<file path="config.mk">
export PLATFORM = sky130hd
export DESIGN_NAME = first_fit_heap_allocator
export DESIGN_NICKNAME = d
export VERILOG_FILES = /design/src/rtl/ffa_pkg.sv /design/src/rtl/first_fit_heap_allocator.sv /design/src/rtl/ffa_ctrl.sv /design/src/rtl/ffa_dp.sv
export SDC_FILE = /design/constraint.sdc
export NUM_CORES = 2
export LEC_CHECK = 0
export BUFFER_PORTS_ARGS = -buffer_cell sky130_fd_sc_hd__buf_2
export CORE_MARGIN = 8
export CORE_UTILIZATION = 60
export DETAILED_ROUTE_END_ITERATION = 10
export PLACE_DENSITY_LB_ADDON = 0.08
export SLEW_MARGIN = 40
export SYNTH_ARGS = -nofsm -noshare
export SYNTH_HDL_FRONTEND = slang
export SYNTH_SLANG_ARGS = --single-unit
</file>
<file path="constraint.sdc">
create_clock -name clk -period 9.11 [get_ports clk]
set_input_delay 0.911 -clock clk [delete_from_list [all_inputs] [get_ports clk]]
set_output_delay 0.911 -clock clk [all_outputs]
set_load 0.03 [all_outputs]
</file>
<file path="src/rtl/ffa_pkg.sv">
// Shared types, codes and command set of the first-fit heap allocator.
package ffa_pkg;

	localparam logic [1:0] ST_OK          = 2'd0;
	localparam logic [1:0] ST_NO_SPACE    = 2'd1;
	localparam logic [1:0] ST_BAD_ADDRESS = 2'd2;

	localparam logic [23:0] HEAP_INITIAL_RESET = 24'h100000;
	localparam logic [23:0] HEAP_LIMIT_RESET   = 24'hFFFFFF;

	localparam logic REG_HEAP_INITIAL = 1'b0;
	localparam logic REG_HEAP_LIMIT   = 1'b1;

	localparam logic REQ_ALLOC = 1'b0;
	localparam logic REQ_FREE  = 1'b1;

	typedef struct packed {
		logic [23:0] start;
		logic [23:0] len;
		logic        free;
	} entry_t;

	typedef enum logic [4:0] {
		OP_NONE,
		OP_LOAD,
		OP_FORM,
		OP_SCAN_RD,
		OP_SCAN_CHK,
		OP_GROW,
		OP_RES_NOSPACE,
		OP_RES_BAD,
		OP_RES_OK,
		OP_TAKE,
		OP_SPLIT_PREP,
		OP_INS_RD,
		OP_INS_WR,
		OP_INS_FIN,
		OP_FREE_HIT,
		OP_REM_RD,
		OP_REM_WR,
		OP_REM_FIN,
		OP_NXT_RD,
		OP_MERGE_NEXT,
		OP_WCUR,
		OP_EMIT
	} op_t;

	typedef struct packed {
		logic req_free;
		logic rel_zero;
		logic formed;
		logic scan_hit;
		logic scan_last;
		logic grow_ok;
		logic split_ok;
		logic prev_merge;
		logic has_next;
		logic nxt_free;
		logic ins_more;
		logic rem_more;
	} st_t;

endpackage

</file>
<file path="src/rtl/first_fit_heap_allocator.sv">
// Top level of the first-fit heap allocator: configuration registers and unit wiring.
//
//  channel   signals                                      direction
//  request   in_valid/in_stall, req_type, alloc_bytes,    in
//            release_offset
//  result    out_valid/out_stall, status, payload_offset  out
//  config    psel, penable, pwrite, paddr, pwdata, prdata in/out
//
// One request is worked at a time; the table sits in a memory with one read and one
// write port, so a scan takes a read and a check state per table entry and each
// shifted entry takes a read and a write state.
// Reset clears the sequencer, block count and heap state; the table needs no clearing.
// A finished result waits in the output register while the next request is taken.
module first_fit_heap_allocator #(
	parameter int MAX_BLOCKS   = 64,
	parameter int HEADER_BYTES = 32
) (
	input  logic        clk,
	input  logic        arst_n,
	input  logic        in_valid,
	output logic        in_stall,
	input  logic        req_type,
	input  logic [23:0] alloc_bytes,
	input  logic [23:0] release_offset,
	output logic        out_valid,
	input  logic        out_stall,
	output logic [1:0]  status,
	output logic [23:0] payload_offset,
	input  logic        psel,
	input  logic        penable,
	input  logic        pwrite,
	input  logic [2:0]  paddr,
	input  logic [31:0] pwdata,
	output logic [31:0] prdata,
	output logic        pready
);
	import ffa_pkg::*;

	logic [23:0] heap_initial_q, heap_limit_q;
	st_t         st;
	op_t         op;

	assign pready = 1'b1;
	assign prdata = {8'd0, (paddr[2] == REG_HEAP_LIMIT) ? heap_limit_q : heap_initial_q};

	always_ff @(posedge clk or negedge arst_n) begin
		if (!arst_n) begin
			heap_initial_q <= HEAP_INITIAL_RESET;
			heap_limit_q   <= HEAP_LIMIT_RESET;
		end else if (psel && penable && pwrite) begin
			if (paddr[2] == REG_HEAP_INITIAL)
				heap_initial_q <= pwdata[23:0];
			else
				heap_limit_q <= pwdata[23:0];
		end
	end

	ffa_ctrl u_ctrl (
		.clk       (clk),
		.arst_n    (arst_n),
		.in_valid  (in_valid),
		.in_stall  (in_stall),
		.out_valid (out_valid),
		.out_stall (out_stall),
		.st        (st),
		.op        (op)
	);

	ffa_dp #(
		.MAX_BLOCKS   (MAX_BLOCKS),
		.HEADER_BYTES (HEADER_BYTES)
	) u_dp (
		.clk            (clk),
		.arst_n         (arst_n),
		.op             (op),
		.st             (st),
		.heap_initial   (heap_initial_q),
		.heap_limit     (heap_limit_q),
		.req_type       (req_type),
		.alloc_bytes    (alloc_bytes),
		.release_offset (release_offset),
		.status         (status),
		.payload_offset (payload_offset)
	);

`ifndef ASSERT_OFF
	a_busy_after_beat: assert property (@(posedge clk) disable iff (!arst_n)
		(in_valid && !in_stall) |=> in_stall)
		else $error("request beat accepted while sequencer idle twice");
	a_formed_sticks: assert property (@(posedge clk) disable iff (!arst_n)
		$past(st.formed) |-> st.formed)
		else $error("heap formed flag dropped");
	a_result_from_busy: assert property (@(posedge clk) disable iff (!arst_n)
		$rose(out_valid) |-> $past(in_stall))
		else $error("result raised without a request in progress");
`endif

endmodule

</file>
<file path="src/rtl/ffa_ctrl.sv">
// Sequencer that steps the allocator datapath through form, scan, grow, split, merge and shifts.
module ffa_ctrl (
	input  logic          clk,
	input  logic          arst_n,
	input  logic          in_valid,
	output logic          in_stall,
	output logic          out_valid,
	input  logic          out_stall,
	input  ffa_pkg::st_t  st,
	output ffa_pkg::op_t  op
);
	import ffa_pkg::*;

	typedef enum logic [4:0] {
		S_IDLE, S_DISPATCH, S_FORM, S_SCAN_RD, S_SCAN_CHK, S_FAIL_BAD, S_GROW,
		S_A_SPLIT, S_INS_RD, S_INS_WR, S_FREE_HIT, S_REM_RD, S_REM_WR,
		S_NXT, S_NXT_CHK, S_WCUR, S_EMIT
	} state_t;

	state_t state_q, state_d;
	logic   after_wcur_q, after_wcur_d;
	logic   out_valid_q;

	assign in_stall  = (state_q != S_IDLE);
	assign out_valid = out_valid_q;

	always_comb begin
		state_d      = state_q;
		after_wcur_d = after_wcur_q;
		op           = OP_NONE;
		case (state_q)
			S_IDLE: begin
				if (in_valid) begin
					op      = OP_LOAD;
					state_d = S_DISPATCH;
				end
			end
			S_DISPATCH: begin
				if (!st.req_free) begin
					state_d = st.formed ? S_SCAN_RD : S_FORM;
				end else if (st.rel_zero) begin
					op      = OP_RES_OK;
					state_d = S_EMIT;
				end else if (!st.formed) begin
					op      = OP_RES_BAD;
					state_d = S_EMIT;
				end else begin
					state_d = S_SCAN_RD;
				end
			end
			S_FORM: begin
				op      = OP_FORM;
				state_d = S_SCAN_RD;
			end
			S_SCAN_RD: begin
				op      = OP_SCAN_RD;
				state_d = S_SCAN_CHK;
			end
			S_SCAN_CHK: begin
				op = OP_SCAN_CHK;
				if (st.scan_hit)
					state_d = st.req_free ? S_FREE_HIT : S_A_SPLIT;
				else if (st.scan_last)
					state_d = st.req_free ? S_FAIL_BAD : S_GROW;
				else
					state_d = S_SCAN_RD;
			end
			S_FAIL_BAD: begin
				op      = OP_RES_BAD;
				state_d = S_EMIT;
			end
			S_GROW: begin
				if (st.grow_ok) begin
					op      = OP_GROW;
					state_d = S_A_SPLIT;
				end else begin
					op      = OP_RES_NOSPACE;
					state_d = S_EMIT;
				end
			end
			S_A_SPLIT: begin
				if (st.split_ok) begin
					op      = OP_SPLIT_PREP;
					state_d = S_INS_RD;
				end else begin
					op      = OP_TAKE;
					state_d = S_WCUR;
				end
			end
			S_INS_RD: begin
				if (st.ins_more) begin
					op      = OP_INS_RD;
					state_d = S_INS_WR;
				end else begin
					op      = OP_INS_FIN;
					state_d = S_WCUR;
				end
			end
			S_INS_WR: begin
				op      = OP_INS_WR;
				state_d = S_INS_RD;
			end
			S_FREE_HIT: begin
				op           = OP_FREE_HIT;
				after_wcur_d = 1'b0;
				state_d      = st.prev_merge ? S_REM_RD : S_NXT;
			end
			S_REM_RD: begin
				if (st.rem_more) begin
					op      = OP_REM_RD;
					state_d = S_REM_WR;
				end else begin
					op      = OP_REM_FIN;
					state_d = after_wcur_q ? S_WCUR : S_NXT;
				end
			end
			S_REM_WR: begin
				op      = OP_REM_WR;
				state_d = S_REM_RD;
			end
			S_NXT: begin
				if (st.has_next) begin
					op      = OP_NXT_RD;
					state_d = S_NXT_CHK;
				end else begin
					state_d = S_WCUR;
				end
			end
			S_NXT_CHK: begin
				if (st.nxt_free) begin
					op           = OP_MERGE_NEXT;
					after_wcur_d = 1'b1;
					state_d      = S_REM_RD;
				end else begin
					state_d = S_WCUR;
				end
			end
			S_WCUR: begin
				op      = OP_WCUR;
				state_d = S_EMIT;
			end
			S_EMIT: begin
				if (!out_valid_q || !out_stall) begin
					op      = OP_EMIT;
					state_d = S_IDLE;
				end
			end
			default: state_d = S_IDLE;
		endcase
	end

	always_ff @(posedge clk or negedge arst_n) begin
		if (!arst_n) begin
			state_q      <= S_IDLE;
			after_wcur_q <= 1'b0;
			out_valid_q  <= 1'b0;
		end else begin
			state_q      <= state_d;
			after_wcur_q <= after_wcur_d;
			if (op == OP_EMIT)
				out_valid_q <= 1'b1;
			else if (!out_stall)
				out_valid_q <= 1'b0;
		end
	end

endmodule

</file>
<file path="src/rtl/ffa_dp.sv">
// Datapath of the allocator: block table memory, working registers and arithmetic.
module ffa_dp #(
	parameter int MAX_BLOCKS   = 64,
	parameter int HEADER_BYTES = 32
) (
	input  logic          clk,
	input  logic          arst_n,
	input  ffa_pkg::op_t  op,
	output ffa_pkg::st_t  st,
	input  logic [23:0]   heap_initial,
	input  logic [23:0]   heap_limit,
	input  logic          req_type,
	input  logic [23:0]   alloc_bytes,
	input  logic [23:0]   release_offset,
	output logic [1:0]    status,
	output logic [23:0]   payload_offset
);
	import ffa_pkg::*;

	localparam int AW = (MAX_BLOCKS > 1) ? $clog2(MAX_BLOCKS) : 1;
	localparam int CW = $clog2(MAX_BLOCKS + 1);
	localparam logic [23:0] HDR = 24'(HEADER_BYTES);
	localparam logic [CW-1:0] MAXC = CW'(MAX_BLOCKS);
	localparam logic [CW-1:0] ONE = CW'(1);

	entry_t        mem [MAX_BLOCKS];
	entry_t        rd_q, cur_q, prv_q, nxt_q;
	logic [CW-1:0] cnt_q, idx_q, hit_q;
	logic [23:0]   total_q, bytes_q, rel_q;
	logic          formed_q, free_q;
	logic [1:0]    res_st_q;
	logic [23:0]   res_off_q;

	logic [AW-1:0] rda, wra;
	logic          we;
	entry_t        wd;
	logic [23:0]   size;
	logic [24:0]   nt1;
	logic [25:0]   nt2;
	logic          hit_alloc, hit_free;

	assign size      = (heap_initial < HDR) ? HDR : heap_initial;
	assign nt1       = {1'b0, total_q} + {1'b0, bytes_q};
	assign nt2       = {1'b0, nt1} + {2'b0, HDR};
	assign hit_alloc = rd_q.free && (rd_q.len >= bytes_q);
	assign hit_free  = (({1'b0, rd_q.start} + {1'b0, HDR}) == {1'b0, rel_q});

	always_comb begin
		st.req_free   = free_q;
		st.rel_zero   = (rel_q == 24'd0);
		st.formed     = formed_q;
		st.scan_hit   = free_q ? hit_free : hit_alloc;
		st.scan_last  = ((idx_q + ONE) == cnt_q);
		st.grow_ok    = cur_q.free ? (nt1 <= {1'b0, heap_limit})
		                           : ((nt2 <= {2'b0, heap_limit}) && (cnt_q < MAXC));
		st.split_ok   = ((cur_q.len - bytes_q) > HDR) && (cnt_q < MAXC);
		st.prev_merge = (hit_q != '0) && prv_q.free;
		st.has_next   = ((hit_q + ONE) < cnt_q);
		st.nxt_free   = rd_q.free;
		st.ins_more   = (idx_q > (hit_q + ONE));
		st.rem_more   = ((idx_q + ONE) < cnt_q);
	end

	always_comb begin
		rda = idx_q[AW-1:0];
		case (op)
			OP_INS_RD: rda = AW'(idx_q - ONE);
			OP_REM_RD: rda = AW'(idx_q + ONE);
			OP_NXT_RD: rda = AW'(hit_q + ONE);
			default:   rda = idx_q[AW-1:0];
		endcase
	end

	always_comb begin
		we  = 1'b0;
		wra = idx_q[AW-1:0];
		wd  = rd_q;
		case (op)
			OP_FORM: begin
				we  = 1'b1;
				wra = '0;
				wd  = '{start: 24'd0, len: size - HDR, free: 1'b1};
			end
			OP_INS_WR, OP_REM_WR: begin
				we = 1'b1;
			end
			OP_INS_FIN: begin
				we  = 1'b1;
				wra = AW'(hit_q + ONE);
				wd  = nxt_q;
			end
			OP_WCUR: begin
				we  = 1'b1;
				wra = hit_q[AW-1:0];
				wd  = cur_q;
			end
			default: we = 1'b0;
		endcase
	end

	always_ff @(posedge clk) begin
		if (we)
			mem[wra] <= wd;
		rd_q <= mem[rda];
	end

	always_ff @(posedge clk or negedge arst_n) begin
		if (!arst_n) begin
			cnt_q    <= '0;
			total_q  <= '0;
			formed_q <= 1'b0;
		end else begin
			case (op)
				OP_FORM: begin
					cnt_q    <= ONE;
					total_q  <= size;
					formed_q <= 1'b1;
				end
				OP_GROW: begin
					if (cur_q.free) begin
						total_q <= nt1[23:0];
					end else begin
						total_q <= nt2[23:0];
						cnt_q   <= cnt_q + ONE;
					end
				end
				OP_INS_FIN: cnt_q <= cnt_q + ONE;
				OP_REM_FIN: cnt_q <= cnt_q - ONE;
				default: ;
			endcase
		end
	end

	always_ff @(posedge clk) begin
		case (op)
			OP_LOAD: begin
				free_q  <= (req_type == REQ_FREE);
				bytes_q <= alloc_bytes;
				rel_q   <= release_offset;
				idx_q   <= '0;
			end
			OP_SCAN_CHK: begin
				prv_q <= cur_q;
				cur_q <= rd_q;
				if ((free_q ? hit_free : hit_alloc))
					hit_q <= idx_q;
				else
					idx_q <= idx_q + ONE;
			end
			OP_GROW: begin
				if (cur_q.free) begin
					cur_q.len <= cur_q.len + bytes_q;
					hit_q     <= cnt_q - ONE;
				end else begin
					cur_q <= '{start: total_q, len: bytes_q, free: 1'b1};
					hit_q <= cnt_q;
				end
			end
			OP_SPLIT_PREP: begin
				nxt_q      <= '{start: cur_q.start + HDR + bytes_q,
				                len: cur_q.len - HDR - bytes_q, free: 1'b1};
				cur_q.len  <= bytes_q;
				cur_q.free <= 1'b0;
				idx_q      <= cnt_q;
			end
			OP_TAKE:   cur_q.free <= 1'b0;
			OP_INS_WR: idx_q <= idx_q - ONE;
			OP_REM_WR: idx_q <= idx_q + ONE;
			OP_FREE_HIT: begin
				if (st.prev_merge) begin
					cur_q <= '{start: prv_q.start, len: prv_q.len + HDR + cur_q.len,
					           free: 1'b1};
					idx_q <= hit_q;
					hit_q <= hit_q - ONE;
				end else begin
					cur_q.free <= 1'b1;
				end
			end
			OP_MERGE_NEXT: begin
				cur_q.len <= cur_q.len + HDR + rd_q.len;
				idx_q     <= hit_q + ONE;
			end
			OP_RES_OK: begin
				res_st_q  <= ST_OK;
				res_off_q <= 24'd0;
			end
			OP_RES_BAD: begin
				res_st_q  <= ST_BAD_ADDRESS;
				res_off_q <= 24'd0;
			end
			OP_RES_NOSPACE: begin
				res_st_q  <= ST_NO_SPACE;
				res_off_q <= 24'd0;
			end
			OP_WCUR: begin
				res_st_q  <= ST_OK;
				res_off_q <= free_q ? 24'd0 : cur_q.start + HDR;
			end
			OP_EMIT: begin
				status         <= res_st_q;
				payload_offset <= res_off_q;
			end
			default: ;
		endcase
	end

endmodule

</file>
# Word level (Yosys, flattened, before mapping)
# Memories as Yosys holds them, arrays and structs flattened. A register that Yosys moved wholly into a read port is not among the register bits.
# Cells that the tools add are included.
# totals
reg_bits,348
latch_bits,0
ramBits,3136
mem_bits_ro,0
n_memories,1
# classes
addsub,20
mul,0
div_mod_pow,0
n_lt_le_gt_ge,9
n_eq_ne,46
shift,0
n_mux,65
bitwise_logic,1
n_reduce_logical,37
# mem_list
name,depth,word_bits,rd,rd_ports_with_merged_regs,wr,line_no,text
u_dp.mem,64,49,1,1,1,ffa_dp.sv:26,entry_t mem [MAX_BLOCKS];
# op_table
cell,count
$pmux W49 S3,1
$mux W24,6
$pmux W24 S5,1
$add A24 B24 Y24,4
$pmux W24 S2,2
$pmux W5 S17,1
$eq A5 B4 Y1 const B,16
$pmux W5 S16,1
$mux W5,15
$add A24 B6 Y24 const B,3
$pmux W24 S3,1
$pmux W7 S7,1
$mux W48,1
$sub A24 B24 Y24,2
$sub A24 B6 Y24 const B,2
$mux W7,6
$eq A5 B3 Y1 const B,8
$pmux W6 S3,2
$eq A5 B5 Y1 const B,7
$pmux W7 S4,1
$add A25 B6 Y26 const B,1
$le A26 B24 Y1,1
$add A24 B24 Y25,1
$add A24 B6 Y25 const B,1
39 further kinds,93

# Longest topological paths before layout
# depth
word_depth,12
ltp_mapped,31
ltp_nobuf,28

# Modules after synthesis
# A second synthesis with hierarchy kept.
# unflattened
cells_unflattened,8698
area_unflattened_um2,149717.3
# by_module_without_submodules
mod,instances,cells_each,area_each_um2
ffa_dp,1,8441,146554.3
first_fit_heap_allocator,1,140,2304.7
ffa_ctrl,1,117,858.3

# Worst setup path before layout
# OpenSTA, ideal clock, no wires.
# synth_timing
path_type,register to register
start,register u_dp.bytes_q[1]
end,"register u_dp.cur_q[10] (netlist bit), enable pin"
setup_time_ns,0.442
t_arrival_ns,7.123
slack_ns,1.545
path_stages_with_launch,27
n_path_buf,1
synth_period_minus_slack_ns,7.565
cell_sequence,edfxtp_1 inv_1 fa_1 nand2b_1 a211oi_2 o31ai_2 a21oi_1 xor2_1 and2_1 and2_1 nand2_1 or3_1 xnor2_1 ha_1 nand4_1 nor3_1 a21oi_1 or3_1 o41ai_1 a31oi_1 nor2_1 o311ai_1 mux2_2 and2_1 and2_1 buf_4 a21boi_0
# synth_between
elab_chain_cells,10
# synth_rtl
element,line_no,text
from (decl),ffa_dp.sv:29,"logic [23:0] total_q, bytes_q, rel_q;"
from (signal assigned),ffa_dp.sv:138,bytes_q <= alloc_bytes;
$add A24 B24 Y25,ffa_dp.sv:43,"assign nt1 = {1'b0, total_q} + {1'b0, bytes_q};"
$add A25 B6 Y26,ffa_dp.sv:44,"assign nt2 = {1'b0, nt1} + {2'b0, HDR};"
$le A26 B24 Y1,ffa_dp.sv:55,": ((nt2 <= {2'b0, heap_limit}) && (cnt_q < MAXC));"
$logic_and A1 B1 Y1,ffa_dp.sv:55,
$mux W1,ffa_dp.sv:54,"st.grow_ok = cur_q.free ? (nt1 <= {1'b0, heap_limit})"
$mux W2,ffa_ctrl.sv:73,if (st.grow_ok) begin
$pmux W5 S17 (*),ffa_ctrl.sv:31,case (state_q)
"$eq A5 B5 Y1, or another cell as far along",ffa_dp.sv:135,case (op)
$reduce_bool A5 Y1 (no source line) / $ne A2 B2 Y1 (equally long branches),n/a,
$reduce_and A2 Y1 (no source line) (*),n/a,
to (signal assigned),ffa_dp.sv:144,cur_q <= rd_q;
to (signal assigned),ffa_dp.sv:155,"cur_q <= '{start: total_q, len: bytes_q, free: 1'b1};"
to (signal assigned),ffa_dp.sv:171,"cur_q <= '{start: prv_q.start, len: prv_q.len + HDR + cur_q.len,"
to (decl),ffa_dp.sv:27,"entry_t rd_q, cur_q, prv_q, nxt_q;"
# Mark *: on every way between the ends. The rest lies on a longest branch, timed or not.
# A chain may end at the register's enable or synchronous reset.

# Worst setup path in the final report
# layout_timing
start,register u_dp.bytes_q[1]
end,"register u_dp.cur_q[43] (netlist bit), enable pin"
# layout_between
elab_chain_cells,10
# layout_rtl
element,line_no
$add A24 B24 Y25,ffa_dp.sv:43
$add A25 B6 Y26,ffa_dp.sv:44
$le A26 B24 Y1,ffa_dp.sv:55
$logic_and A1 B1 Y1,ffa_dp.sv:55
$mux W1,ffa_dp.sv:54
$mux W2,ffa_ctrl.sv:73
$pmux W5 S17 (*),ffa_ctrl.sv:31
$eq A5 B4 Y1 / $eq A5 B3 Y1 (equally long branches),ffa_dp.sv:135
$ne A2 B2 Y1 (no source line) / $reduce_bool A3 Y1 (equally long branches),n/a
$reduce_and A3 Y1 (no source line) (*),n/a
# Marks and branches as above.

==> impl.org <==
** Run status
- Result of the run :: completed

** Timing
- Final Hold Viols :: 0
- Final Setup Violations :: 0
- Number of pins exceeding their max-slew limit in the final report :: 0
- Dividing the final minimum period by the clock period gives 83.49%.
- Slew margin rel. :: 29.19%
- Timing would allow up to 0.1315 GHz.
- Once routing completed, OpenROAD measured the worst setup slack at 1.504 ns.
- Final hold slack :: 0.1775 ns
- Accumulated negative setup slack :: 0 ns
- Skew final :: 0.1021 ns
- Setup repair after global routing missed its margin :: false
- For the finished layout, the period the worst path requires is 7.606 ns.
- Slew at the pin closest to its max-slew limit :: 1.062 ns

** Synthesis
- Post-Synthesis Cell Area :: 152600 µm²
- The synthesized netlist devotes 2.776% of its cell area to adder and majority cells.
- Fraction of the yosys area taken by sequential cells :: 68.93%
- By area, the combinational part of the netlist is dominated by simple AND/OR/NAND/NOR gates.
- Ys flop type :: sky130_fd_sc_hd__edfxtp_1
- Yosys mapped the design onto 108 distinct sky130hd cell types.
- Yosys attributes the largest share of cell area to sky130_fd_sc_hd__edfxtp_1, sky130_fd_sc_hd__nand2_1, sky130_fd_sc_hd__nand3_1, sky130_fd_sc_hd__ha_1, sky130_fd_sc_hd__clkbuf_1.
- The synthesized netlist devotes 4.358% of its cell area to compound gates.
- For this run, asynchronously set or reset flops after synthesis account for 2.462%.
- In the synthesized netlist, the number of instances is 12718.
- Multiplexer cells account for 0.6501% of the synthesized area.
- Post-synth EDFFs :: 3397
- Register bit total from synthesis :: 3533
- The average instance in the mapped netlist occupies 12.00 µm².
- Synth area leader :: sky130_fd_sc_hd__edfxtp_1
- After Yosys synthesis, XOR and XNOR cells account for 1.485% of the synthesized area.
- Share of the synthesized area in the top cell type :: 66.84%
- For this run, the number of Yosys warnings is 0.
- Synthesized-area fraction occupied by and/or/nand/nor cells :: 19.17%

** Job
- Max-capacitance violation count :: 0

** Setup path
- Maximum fanout count along the critical path :: 29
- CP Capture Type :: flop
- STA puts the critical path data required time at 9.64 ns.
- The critical path in this run is classified as reg2reg.
- The most critical setup path has its startpoint at u_dp.bytes_q[1].
- The worst register-to-register path ends at u_dp.cur_q[43].
- The worst register-to-register path has a depth of 26.
- Launching point of the worst reg2reg path :: u_dp.bytes_q[1]
- At the worst endpoint, the arrival time is 8.13 ns.
- STA classifies the critical path startpoint as a flop.
- In this run the register-to-register setup slack is 1.50 ns.

** Min path
- For hold timing, the worst endpoint is u_dp.bytes_q[22].
- Along the worst hold path, the cell count comes to 1.
- The worst hold path begins at alloc_bytes[22].
- Type of the tightest min-delay check :: in2reg

** Floorplan
- The floorplan step defined a die boundary enclosing 270700 µm².
- Y dimension of the die :: 520.3 µm
- Total core area :: 253500 µm²
- Site row count :: 185
- Top-level port count :: 152
- From left edge to right edge, the die measures 520.3 µm.
- Initial Utilization :: 60.21%

** Clock tree
- Number of buffers inserted for hold repair after clock tree synthesis :: 1
- CTS-repair resized insts :: 0
- Post-CTS repair timing setup buffer count :: 0
- The tree is rooted in a sky130_fd_sc_hd__clkbuf_16.
- Clk_lat worst skew :: 0.99 ns
- The H-tree was split into 5 levels.
- Clock sinks :: 3533
- The clock passes through at most 4 buffers.
- Clock-pin slew was measured on the worst setup and hold paths at 0.06 ns.
- TritonCTS built the clock tree.
- The number of clock buffers added by TritonCTS is 371.

** Layout
- Area added between synthesis and finish :: 12.24%
- At the end of the flow, the number of nets in the layout was 13258.
- Fraction of final layout cells with drive strength greater than 1 :: 9.752%
- Highest-count cells in the layout ignoring fill and taps :: sky130_fd_sc_hd__edfxtp_1, sky130_fd_sc_hd__nand2_1, sky130_fd_sc_hd__nand3_1
- The library cell used most frequently in the layout, excluding fill and tap cells, is sky130_fd_sc_hd__edfxtp_1.
- The layout has 18146 filler cells.
- The finished cells cover 171300 µm².

** Place
- At the placement stage, the worst setup path has a slack of 1.514 ns.
- Port-buffer cells :: 132
- RePlAce Congestion :: 0.9187
- Estimated wirelength of the detail-placed design :: 280100 µm
- In this run the cell area measured after placement is 159500 µm².

** Drt
- Antenna Violating Nets Remaining :: 0
- Via-to-Cell Ratio :: 6.489
- Final routed DRC violation total :: 0
- Dividing the detail-routed wire length by the instance count gives 28.81 µm.
- Overall via count from detail_route :: 107005
- The first detailed-routing pass took 7 iterations.
- In this run, the number of DRC markers left after iteration 0 of detailed routing was 15512.
- Summed over all layers, the routed wires come to 475000 µm.

** Global route
- The initial antenna violation count is 24.
- The first global-routing pass estimated 683800 µm of wire.
- Via count of the first global-routing pass :: 101223
- After global routing the overflow that remains totals 0.
- Pin count of the biggest net entering global routing :: 173
- Total routing usage reported by global routing :: 34.11%

** Power
- Across the VDD grid, the largest voltage drop is 0.3547 mV.
- Total power draw :: 67170 µW
- Dividing total power by cell area gives a power density of 392.1 nW/µm².
- Static leakage :: 0.06131 µW
[cells in the mapped netlist (62+ instances only)]
cell,n
sky130_fd_sc_hd__nand3_1,2439
sky130_fd_sc_hd__edfxtp_1,3397
sky130_fd_sc_hd__clkbuf_1,447
sky130_fd_sc_hd__buf_1,104
sky130_fd_sc_hd__xor2_1,81
sky130_fd_sc_hd__a21oi_1,195
sky130_fd_sc_hd__a221o_1,81
sky130_fd_sc_hd__dfrtp_1,62
sky130_fd_sc_hd__mux2_2,73
sky130_fd_sc_hd__xnor2_1,169
sky130_fd_sc_hd__o21ai_0,151
sky130_fd_sc_hd__a21o_1,67
sky130_fd_sc_hd__nand4_1,139
sky130_fd_sc_hd__inv_1,223
sky130_fd_sc_hd__nor2_1,289
sky130_fd_sc_hd__buf_2,194
sky130_fd_sc_hd__nand2_1,3366
sky130_fd_sc_hd__nor3_1,71
sky130_fd_sc_hd__ha_1,321
[logic make-up after synthesis]
logic type,after synthesis
simple gates,6598
other cells,2
compound gates,920
xor+xnor,254
fa+ha+maj,332
flops,3533
mux,90
buf+inv,989
[worst max-delay path: stages (launching register included)]
cell	delay (ns)
sky130_fd_sc_hd__edfxtp_1	0.53
sky130_fd_sc_hd__inv_1	0.27
sky130_fd_sc_hd__fa_1	0.53
sky130_fd_sc_hd__nand2b_1	0.23
sky130_fd_sc_hd__a211oi_1	0.29
sky130_fd_sc_hd__o211a_1	0.34
sky130_fd_sc_hd__nor2_1	0.10
sky130_fd_sc_hd__xor2_1	0.19
sky130_fd_sc_hd__nor2_1	0.31
sky130_fd_sc_hd__and2_1	0.24
sky130_fd_sc_hd__nand2_1	0.15
sky130_fd_sc_hd__or3_1	0.48
sky130_fd_sc_hd__xnor2_1	0.17
sky130_fd_sc_hd__ha_1	0.32
sky130_fd_sc_hd__nand4_1	0.14
sky130_fd_sc_hd__nor3_1	0.28
sky130_fd_sc_hd__a21oi_1	0.10
sky130_fd_sc_hd__or3_1	0.30
sky130_fd_sc_hd__o41ai_1	0.07
sky130_fd_sc_hd__a31oi_1	0.13
sky130_fd_sc_hd__nor2_1	0.17
sky130_fd_sc_hd__o311ai_1	0.12
sky130_fd_sc_hd__mux2_2	0.32
sky130_fd_sc_hd__nand2_2	0.58
sky130_fd_sc_hd__o31ai_1	0.25
sky130_fd_sc_hd__nor2b_2	0.14
sky130_fd_sc_hd__buf_4	0.41
[registers in the layout, summed over array words and instances (netlist names), 48 cells and up]
| name | count |
|---|---|
| u_dp.mem | 3136 |
| u_dp.nxt_q | 48 |
| u_dp.prv_q | 49 |
| u_dp.cur_q | 49 |
| u_dp.rd_q | 48 |
[cell type report]
type | count | area, µm² | area share, %
diodes | 9 | 22.52 | 0.01315
clock buffers | 454 | 9747 | 5.690
clock inverters | 199 | 1941 | 1.133
inverters | 230 | 864.6 | 0.5047
multi-input cells | 8203 | 44380 | 25.91
flip-flops and latches | 3533 | 105200 | 61.41
well taps | 3366 | 4212 | 2.459
repair buffers | 496 | 4928 | 2.877
[routing by layer]
metal	up-vias	track usage, %	share of wire [%]
met5	-	0	0.0084
met4	6	14.56	4.8
met3	1143	6.216	11
met2	6544	52.64	45
met1	52858	48.19	39
li1	46454	-	-
[through the flow]
step	instances	util [%]
final	16490	67.58
after floorplan	12725	-
after CTS	16475	67.53
after detailed placement	15821	62.92
after global routing	16483	67.58
after global placement	15799	62.75
[report_power, final]
part / total [µW] / switching (µW) / internal, µW / leakage, µW
Combinational: 28600 / 20600 / 8070 / 0.0233
Clock: 14700 / 6200 / 8550 / 0.00573
Sequential: 23800 / 1050 / 22800 / 0.0323
[how the worst max path moves through the flow]
stage | to | cells past startpoint
5_1_grt | u_dp.hit_q[1] | 24
3_3_place_gp | u_dp.cnt_q[3] | 26
4_1_cts | u_dp.cur_q[43] | 26
6_report | u_dp.cur_q[43] | 26
2_1_floorplan | u_dp.cur_q[10] | 26
3_5_place_dp | u_dp.cnt_q[3] | 26
Note: power is estimated with default switching activity, not from simulation.
